## src/sv/ftrl_proximal_update_top_defines.svh

```systemverilog
// Assertion macros shared by the FTRL-Proximal update RTL.
`ifndef FTRL_PROXIMAL_UPDATE_TOP_DEFINES_SVH
`define FTRL_PROXIMAL_UPDATE_TOP_DEFINES_SVH
`ifndef NO_ASSERTIONS
// Condition on the left implies the property on the right, same clock edge.
`define FTRL_ASSERT_IMPLIES(label, pre, post) \
    label: assert property (@(posedge clk) disable iff (!rst_n) (pre) |-> (post)) \
        else $error("ftrl assertion failed");
// Condition must never hold.
`define FTRL_ASSERT_NEVER(label, cond) \
    label: assert property (@(posedge clk) disable iff (!rst_n) !(cond)) \
        else $error("ftrl assertion failed");
`else
`define FTRL_ASSERT_IMPLIES(label, pre, post)
`define FTRL_ASSERT_NEVER(label, cond)
`endif
`endif

```

## src/sv/ftrl_pkg.sv

```systemverilog
// Package with widths, types and step functions of the FTRL-Proximal update.
package ftrl_pkg;

    localparam int DW             = 32;
    localparam int FRAC           = 16;
    localparam int PROD_W         = 2 * DW;
    localparam int ROOT_W         = (DW + FRAC) / 2;
    localparam int RAD_W          = 2 * ROOT_W;
    localparam int REM_W          = ROOT_W + 2;
    localparam int SQRT_PER_STAGE = 2;
    localparam int SQRT_STAGES    = ROOT_W / SQRT_PER_STAGE;
    localparam int SIGP_W         = ROOT_W + DW;
    localparam int SW_W           = PROD_W + 1 - FRAC;
    localparam int DEN_W          = PROD_W - FRAC + 1;
    localparam int DREM_W         = DEN_W + 1;
    localparam int DIV_PER_STAGE  = 2;
    localparam int DIV_STAGES     = DW / DIV_PER_STAGE;
    localparam int LATENCY        = 3 + SQRT_STAGES + 6 + DIV_STAGES + 1;

    localparam logic [DW-1:0] SMAX = {1'b0, {(DW-1){1'b1}}};
    localparam logic [DW-1:0] SMIN = {1'b1, {(DW-1){1'b0}}};

    // Configuration register indexes.
    typedef enum logic [1:0] {
        REG_ALPHA_INV  = 2'd0,
        REG_BETA       = 2'd1,
        REG_LAMBDA_ONE = 2'd2,
        REG_LAMBDA_TWO = 2'd3
    } cfg_idx_t;

    typedef struct packed {
        logic signed [DW-1:0] weight;
        logic        [DW-1:0] sq_grad_sum;
        logic signed [DW-1:0] z_acc;
        logic signed [DW-1:0] gradient;
    } cmd_t;

    typedef struct packed {
        logic signed [DW-1:0] new_weight;
        logic        [DW-1:0] new_sq_grad_sum;
        logic signed [DW-1:0] new_z_acc;
    } result_t;

    // Values that ride along with the square root pipeline.
    typedef struct packed {
        logic signed [DW-1:0] w;
        logic signed [DW-1:0] z;
        logic signed [DW-1:0] g;
        logic        [DW-1:0] nn;
    } sq_side_t;

    // Values that ride along with the divider pipeline.
    typedef struct packed {
        logic        [DW-1:0] nn;
        logic signed [DW-1:0] nz;
        logic                 active;
        logic                 ovf;
    } dv_side_t;

    typedef struct packed {
        logic [REM_W-1:0]  rem;
        logic [ROOT_W-1:0] root;
    } sq_state_t;

    typedef struct packed {
        logic [DREM_W-1:0] rem;
        logic [DW-1:0]     quot;
    } div_state_t;

    // One digit of the restoring integer square root.
    function automatic sq_state_t sqrt_step(sq_state_t s, logic [1:0] pair);
        logic [REM_W-1:0] r;
        logic [REM_W-1:0] trial;
        sq_state_t        o;
        r     = {s.rem[REM_W-3:0], pair};
        trial = {s.root, 2'b01};
        if (r >= trial)
        begin
            o.rem  = r - trial;
            o.root = {s.root[ROOT_W-2:0], 1'b1};
        end
        else
        begin
            o.rem  = r;
            o.root = {s.root[ROOT_W-2:0], 1'b0};
        end
        return o;
    endfunction

    // One quotient bit of the restoring division.
    function automatic div_state_t div_step(div_state_t s, logic din,
                                            logic [DEN_W-1:0] den);
        logic [DREM_W-1:0] r;
        div_state_t        o;
        r = {s.rem[DREM_W-2:0], din};
        if (r >= {1'b0, den})
        begin
            o.rem  = r - {1'b0, den};
            o.quot = {s.quot[DW-2:0], 1'b1};
        end
        else
        begin
            o.rem  = r;
            o.quot = {s.quot[DW-2:0], 1'b0};
        end
        return o;
    endfunction

endpackage

```

## src/sv/ftrl_sqrt_pipe.sv

```systemverilog
// Pipelined square roots of the old and new squared-gradient sums.
module ftrl_sqrt_pipe (
    input  logic                     clk,
    input  logic                     rst_n,
    input  logic                     in_valid,
    input  logic [ftrl_pkg::RAD_W-1:0]  in_rad_new,
    input  logic [ftrl_pkg::RAD_W-1:0]  in_rad_old,
    input  ftrl_pkg::sq_side_t       in_side,
    output logic                     out_valid,
    output logic [ftrl_pkg::ROOT_W-1:0] out_root_new,
    output logic [ftrl_pkg::ROOT_W-1:0] out_root_old,
    output ftrl_pkg::sq_side_t       out_side
);
    import ftrl_pkg::*;

    logic [SQRT_STAGES-1:0] valid_reg;
    sq_state_t              new_st_reg  [SQRT_STAGES];
    sq_state_t              new_st_next [SQRT_STAGES];
    sq_state_t              old_st_reg  [SQRT_STAGES];
    sq_state_t              old_st_next [SQRT_STAGES];
    logic [RAD_W-1:0]       new_rad_reg  [SQRT_STAGES];
    logic [RAD_W-1:0]       new_rad_next [SQRT_STAGES];
    logic [RAD_W-1:0]       old_rad_reg  [SQRT_STAGES];
    logic [RAD_W-1:0]       old_rad_next [SQRT_STAGES];
    sq_side_t               side_reg  [SQRT_STAGES];
    sq_side_t               side_next [SQRT_STAGES];

    // Each stage resolves two root bits for both lanes.
    always_comb
    begin
        sq_state_t        ns;
        sq_state_t        os;
        logic [RAD_W-1:0] nr;
        logic [RAD_W-1:0] orad;
        for (int j = 0; j < SQRT_STAGES; j++)
        begin
            if (j == 0)
            begin
                ns           = '0;
                os           = '0;
                nr           = in_rad_new;
                orad         = in_rad_old;
                side_next[j] = in_side;
            end
            else
            begin
                ns           = new_st_reg[j-1];
                os           = old_st_reg[j-1];
                nr           = new_rad_reg[j-1];
                orad         = old_rad_reg[j-1];
                side_next[j] = side_reg[j-1];
            end
            for (int i = 0; i < SQRT_PER_STAGE; i++)
            begin
                ns = sqrt_step(ns, nr[RAD_W-1-2*(j*SQRT_PER_STAGE+i) -: 2]);
                os = sqrt_step(os, orad[RAD_W-1-2*(j*SQRT_PER_STAGE+i) -: 2]);
            end
            new_st_next[j]  = ns;
            old_st_next[j]  = os;
            new_rad_next[j] = nr;
            old_rad_next[j] = orad;
        end
    end

    // Valid bits shift along with the data.
    always_ff @(posedge clk or negedge rst_n)
    begin
        if (!rst_n)
            valid_reg <= '0;
        else
            valid_reg <= {valid_reg[SQRT_STAGES-2:0], in_valid};
    end

    // Stage payload registers.
    always_ff @(posedge clk)
    begin
        for (int j = 0; j < SQRT_STAGES; j++)
        begin
            new_st_reg[j]  <= new_st_next[j];
            old_st_reg[j]  <= old_st_next[j];
            new_rad_reg[j] <= new_rad_next[j];
            old_rad_reg[j] <= old_rad_next[j];
            side_reg[j]    <= side_next[j];
        end
    end

    assign out_valid    = valid_reg[SQRT_STAGES-1];
    assign out_root_new = new_st_reg[SQRT_STAGES-1].root;
    assign out_root_old = old_st_reg[SQRT_STAGES-1].root;
    assign out_side     = side_reg[SQRT_STAGES-1];

endmodule

```

## config.mk

```make
export PLATFORM = sky130hd
export DESIGN_NAME = ftrl_sqrt_pipe
export DESIGN_NICKNAME = d
export VERILOG_FILES = /design/src/sv/ftrl_proximal_update_top_defines.svh /design/src/sv/ftrl_pkg.sv /design/src/sv/ftrl_sqrt_pipe.sv
export SDC_FILE = /design/constraint.sdc
export NUM_CORES = 2
export LEC_CHECK = 0
export ABC_AREA = 1
export ABC_CLOCK_PERIOD_IN_PS = 3720
export BUFFER_PORTS_ARGS = -buffer_cell sky130_fd_sc_hd__buf_2
export CORE_MARGIN = 1.5
export CORE_UTILIZATION = 50
export CTS_CLUSTER_DIAMETER = 80
export DETAILED_ROUTE_END_ITERATION = 8
export PLACE_DENSITY_LB_ADDON = 0.15
export SYNTH_ARGS = -nofsm -noshare
export SYNTH_HDL_FRONTEND = slang
export SYNTH_SLANG_ARGS = --single-unit
```

## constraint.sdc

```tcl
create_clock -name clk -period 3.72 [get_ports clk]
set_input_delay 0.744 -clock clk [delete_from_list [all_inputs] [get_ports clk]]
set_output_delay 0.744 -clock clk [all_outputs]
set_load 0.005 [all_outputs]
```

After elaboration in Yosys (flattened, before gate mapping)

Memories as Yosys holds them, arrays and structs flattened.
Index checks and enable logic that the tools add are counted.

$lt $le $gt $ge: 48
Muxes and demuxes: 48
Add/sub/neg operators: 48

Operator list:

| cell                                                              | count |
|---|---|
| 2-to-1 mux 50 bit                                                 | 24 |
| greater-or-equal comparator 26 bit                                | 46 |
| 2-to-1 mux 48 bit                                                 | 24 |
| subtractor 26 bit                                                 | 24 |
| subtractor 24 bit                                                 | 22 |
| subtractor 2 x 1 -> 3 bit, second input constant                  | 2 |
| greater-or-equal comparator 2 x 1 -> 1 bit, second input constant | 2 |

Flip-flop bits (word level): 12
RAM bits: 3888
Output and inout port bits: 177
Memories: 5

Memory list:

| memory      | depth | bits a word | read ports | clocked after Yosys merged registers in | write ports | RTL line             | text |
|---|---|---|---|---|---|---|---|
| side_reg    | 12    | 128         | 12         | 0                                       | 12          | ftrl_sqrt_pipe.sv:25 | `sq_side_t side_reg [SQRT_STAGES];` |
| new_st_reg  | 12    | 50          | 12         | 0                                       | 12          | ftrl_sqrt_pipe.sv:17 | `sq_state_t new_st_reg [SQRT_STAGES];` |
| old_st_reg  | 12    | 50          | 12         | 0                                       | 12          | ftrl_sqrt_pipe.sv:19 | `sq_state_t old_st_reg [SQRT_STAGES];` |
| new_rad_reg | 12    | 48          | 11         | 0                                       | 12          | ftrl_sqrt_pipe.sv:21 | `logic [RAD_W-1:0] new_rad_reg [SQRT_STAGES];` |
| old_rad_reg | 12    | 48          | 11         | 0                                       | 12          | ftrl_sqrt_pipe.sv:23 | `logic [RAD_W-1:0] old_rad_reg [SQRT_STAGES];` |

Logic depth before layout (Yosys ltp)

Depth after elaboration: 4
Gate-level depth with buffers: 31

Worst setup path after synthesis

Ideal clock, no wire load.

Path type: register to register
From: memory new_st_reg[2][56] in the netlist's numbering
To: memory new_st_reg[2][140] in the netlist's numbering
Setup time: 113 ps
Data arrival time: 3698 ps
Stages on the path, launching flop included: 28
Clock period less this slack: 3811 ps
Slack: -91 ps
Cells stage by stage: dfxtp_1 inv_1 ha_1 nand2_1 inv_1 a21oi_1 nand3_1 nand2_1 nand2_1 inv_1 clkbuf_1 clkbuf_1 nand2_1 o21ai_0 ha_1 a21oi_1 o21a_1 inv_1 a21oi_1 inv_1 a21oi_1 nand2_1 nand2_1 nand2_1 buf_2 buf_2 nand3_1 nand2_1

RTL lines:

| what        | RTL line |
|---|---|
| from (decl) | ftrl_sqrt_pipe.sv:17 |

==> impl_metrics.sql <==
INSERT INTO impl_metrics (metric_group, metric, value, unit) VALUES
('sta', 'clock.fmax', '272', 'MHz'),
('critical_path', 'critPathLaunch', 'old_st_reg[2][8]$_DFF_P_', ''),
('power', 'power_leakage', '0.0783', 'µW'),
('place', 'placedInstanceArea', '137000', 'µm²'),
('logic_synthesis', 'synth_top_flop_cell', 'sky130_fd_sc_hd__dfxtp_1', ''),
('global_route', 'via_count_of_the_first_global_routing_pass', '96300', ''),
('logic_synthesis', 'synth.ff_latch_count', '2888', ''),
('clock_network', 'cts_made_buffers', '302', ''),
('place', 'place.gp.congestion', '0.966', ''),
('sta', 'finalHoldViolCount', '0', ''),
('global_route', 'grt_first_pass_wirelength', '493000', 'µm'),
('logic_synthesis', 'yosysSeqAreaShare', '0.502', ''),
('die', 'initial_utilization', '0.502', ''),
('routing', 'wirelength', '323000', 'µm'),
('layout', 'final_cell_utilization_of_the_core', '0.693', ''),
('layout', 'layout.cells.most_common', 'sky130_fd_sc_hd__nand2_1', ''),
('layout', 'largest_register_ff_count', '1536', ''),
('sta', 'post-route-min-period', '3.68', 'ns'),
('sta', 'timing.slew.headroom', '0.594', ''),
('logic_synthesis', 'synthesis.area', '115000', 'µm²'),
('routing', 'drc', '0', ''),
('clock_network', 'clk-insertion-delay-late', '0.96', 'ns'),
('global_route', 'gr-usage-all-layers', '0.260', ''),
('place', 'dp_slack', '-0.529', 'ns'),
('routing', 'route.antenna.remaining_nets', '0', ''),
('place', 'dp_hpwl', '246000', 'µm'),
('logic_synthesis', 'avgSynthCellArea', '8.06', 'µm²'),
('run', 'max_capacitance_violation_total', '0', ''),
('logic_synthesis', 'synthesis.instances', '14300', ''),
('critical_path', 'r2r_setup_slack', '0.04', 'ns'),
('outcome', 'status', 'finished, final reports clean', ''),
('critical_path', 'cp_slowest_cell', 'sky130_fd_sc_hd__dfxtp_4', ''),
('routing', 'post_drt_wl_per_cell', '15.6', 'µm'),
('global_route', 'initial_antenna_violation_count', '19', ''),
('logic_synthesis', 'number_of_flops_mapped_to_enable_cells_by_yosys', '0', ''),
('die', 'num_io_pins', '404', ''),
('critical_path', 'rr_endpoint', 'old_st_reg[2][87]$_DFF_P_', ''),
('critical_path', 'r2r_cells', '26', ''),
('critical_path', 'path_max_fanout', '7', ''),
('die', 'placement_rows', '176', ''),
('logic_synthesis', 'synth_warn', '0', ''),
('critical_path', 'critical_path_rt', '4.49', 'ns'),
('layout', 'seq_area', '58100', 'µm²'),
('layout', 'final_cell_mix', 'sky130_fd_sc_hd__nand2_1, sky130_fd_sc_hd__dfxtp_1, sky130_fd_sc_hd__buf_4, sky130_fd_sc_hd__inv_1, sky130_fd_sc_hd__nor2_1', ''),
('critical_path', 'cp.arrival', '4.45', 'ns'),
('logic_synthesis', 'synth.top_cells.by_area', 'sky130_fd_sc_hd__dfxtp_1, sky130_fd_sc_hd__nand2_1, sky130_fd_sc_hd__ha_1', ''),
('power', 'post-layout-total-power', '106000', 'µW'),
('sta', 'setup_viol', '0', ''),
('layout', 'multiInputGateArea', '56900', 'µm²'),
('routing', 'drt_pre_antenna_iters', '8', ''),
('critical_path', 'cp_slowest_stage_delay', '0.38', 'ns'),
('sta', 'fin_crit_sh', '0.990', ''),
('die', 'fp.dieH', '483', 'µm'),
('layout', 'flow.area_growth_from_synthesis', '38.0', '%'),
('critical_path', 'critical-path-top-cell-by-count', 'sky130_fd_sc_hd__nand2_2', ''),
('sta', 'final-max-slew-violation-count', '0', ''),
('clock_network', 'clk_root_buffer_cell', 'sky130_fd_sc_hd__clkbuf_16', ''),
('critical_path', 'crit-reg2reg-launch', 'old_st_reg[2][8]$_DFF_P_', ''),
('hold_path', 'worst_hold_class', 'input port to flop', ''),
('critical_path', 'timing.critical_path.to_type', 'flop', ''),
('logic_synthesis', 'synthDominantCellAreaShare', '0.499', ''),
('die', 'fp.coreArea', '230000', 'µm²'),
('place', 'placement.io_buffers', '403', ''),
('global_route', 'largest_net_degree_at_the_start_of_global_routing', '33', ''),
('clock_network', 'cts.clk_slew.worst_paths', '0.06', 'ns'),
('layout', 'design.final.nets', '18400', ''),
('clock_network', 'cts_htree_levels', '5', ''),
('die', 'die_area', '234000', 'µm²'),
('routing', 'drtIter0Drc', '5631', ''),
('layout', 'num-fill-cells', '18700', ''),
('clock_network', 'cts_buffer_depth', '4', '');
## final cells by class
type	instances	area share
repair inverters	8	0.000464
clock buffers	403	0.0532
repair buffers	3054	0.147
multi-input cells	9422	0.358
diodes	8	0.000126
clock inverters	114	0.00869
well taps	3026	0.0238
inverters	1820	0.0436
flip-flops and latches	2888	0.365
## report_power, final
part	internal, µW	switching, µW
Sequential	34500	2700
Clock	17400	12000
Combinational	17400	22000
Total	69400	36700
## per-layer routing
layer / global-route usage / vias to the layer above / part of all wire / wire (µm)
met4: 0.0892 / 6 / 0.036 / 11500
met2: 0.456 / 2312 / 0.49 / 157000
met3: 0.0300 / 655 / 0.041 / 13400
met5: 0 / - / 0.00010 / 33
li1: - / 52100 / - / -
met1: 0.328 / 46000 / 0.44 / 141000
## kinds of logic (layout without fill, tap and decap cells)
logic type / count (synthesis) / after routing / share of synthesized area
DFF: 2888 / 2888 / 0.502
and+or+nand+nor: 6618 / 6618 / 0.242
adders and majority gates: 642 / 642 / 0.0697
AOI/OAI and AO/OA: 1655 / 1655 / 0.0778
other: 1 / 12 / 0.0000325
buffers and inverters: 2007 / 5399 / 0.0699
xor gates and xnor gates: 503 / 503 / 0.0383
## synth_stat cells, types with 12 or more instances
| master | count |
|---|---|
| sky130_fd_sc_hd__nand3_1 | 912 |
| sky130_fd_sc_hd__nor2_1 | 1254 |
| sky130_fd_sc_hd__a21oi_2 | 16 |
| sky130_fd_sc_hd__buf_2 | 36 |
| sky130_fd_sc_hd__buf_6 | 25 |
| sky130_fd_sc_hd__and3_1 | 14 |
| sky130_fd_sc_hd__nand2_2 | 49 |
| sky130_fd_sc_hd__nand4_1 | 223 |
| sky130_fd_sc_hd__a21oi_1 | 727 |
| sky130_fd_sc_hd__nor2_4 | 19 |
| sky130_fd_sc_hd__a211oi_1 | 12 |
| sky130_fd_sc_hd__nor2_2 | 43 |
| sky130_fd_sc_hd__nand3_2 | 30 |
| sky130_fd_sc_hd__inv_2 | 32 |
| sky130_fd_sc_hd__dfxtp_1 | 2876 |
| sky130_fd_sc_hd__inv_1 | 1783 |
| sky130_fd_sc_hd__a21o_1 | 34 |
| sky130_fd_sc_hd__o21bai_1 | 65 |
| sky130_fd_sc_hd__o21a_1 | 31 |
| sky130_fd_sc_hd__or2_2 | 31 |
| sky130_fd_sc_hd__buf_4 | 74 |
| sky130_fd_sc_hd__o21ai_0 | 622 |
| sky130_fd_sc_hd__xnor2_1 | 210 |
| sky130_fd_sc_hd__dfrtp_1 | 12 |
| sky130_fd_sc_hd__nand2_1 | 3774 |
| sky130_fd_sc_hd__nor3_1 | 143 |
| sky130_fd_sc_hd__nand3b_1 | 62 |
| sky130_fd_sc_hd__o21ai_1 | 49 |
| sky130_fd_sc_hd__clkbuf_1 | 48 |
| sky130_fd_sc_hd__a31oi_1 | 40 |
| sky130_fd_sc_hd__ha_1 | 642 |
| sky130_fd_sc_hd__xor2_1 | 292 |
## stage by stage
step                      setup TNS, ns  instances  hold slack, ns
after detailed placement         -54.77      19800           0.312
after floorplan                       0      14300           0.310
after CTS                       -0.0189      20500         0.00428
after global routing             -10.66      20700          0.0300
after global placement           -50.82      19800           0.309
final                                 0      20700          0.0506
## worst max-delay path: cells and delay by family, from the launching register on
kind	cells	cell delay (ns)
compound gates	4	0.69
fa+ha+maj	2	0.62
buf+inv	5	0.60
flops	1	0.38
simple gates	15	1.26
## worst min-delay path by stage
stage,from,to,slack (ns)
2_1_floorplan,new_rad_reg[9][0]$_DFF_P_,new_rad_reg[10][0]$_DFF_P_,0.31
3_3_place_gp,side_reg[1][431]$_DFF_P_,side_reg[2][47]$_DFF_P_,0.31
3_5_place_dp,side_reg[0][350]$_DFF_P_,side_reg[0][478]$_DFF_P_,0.31
4_1_cts,in_rad_new[47],new_st_reg[0][1]$_DFF_P_,0.004
5_1_grt,in_rad_new[47],new_st_reg[0][1]$_DFF_P_,0.03
6_report,in_rad_new[47],new_st_reg[0][1]$_DFF_P_,0.05
## repair_timing
item / CTS / global route
endpoints found under the hold margin: 233 / 0
hold buffers: 222 / 0
buffers inserted: 37 / 163
pin swaps: 57 / 427
setup endpoints to repair: 369 / 470
cloned: 4 / 23
gates resized for setup: 440 / 1674
No activity file was read; power rests on OpenSTA's default activity.
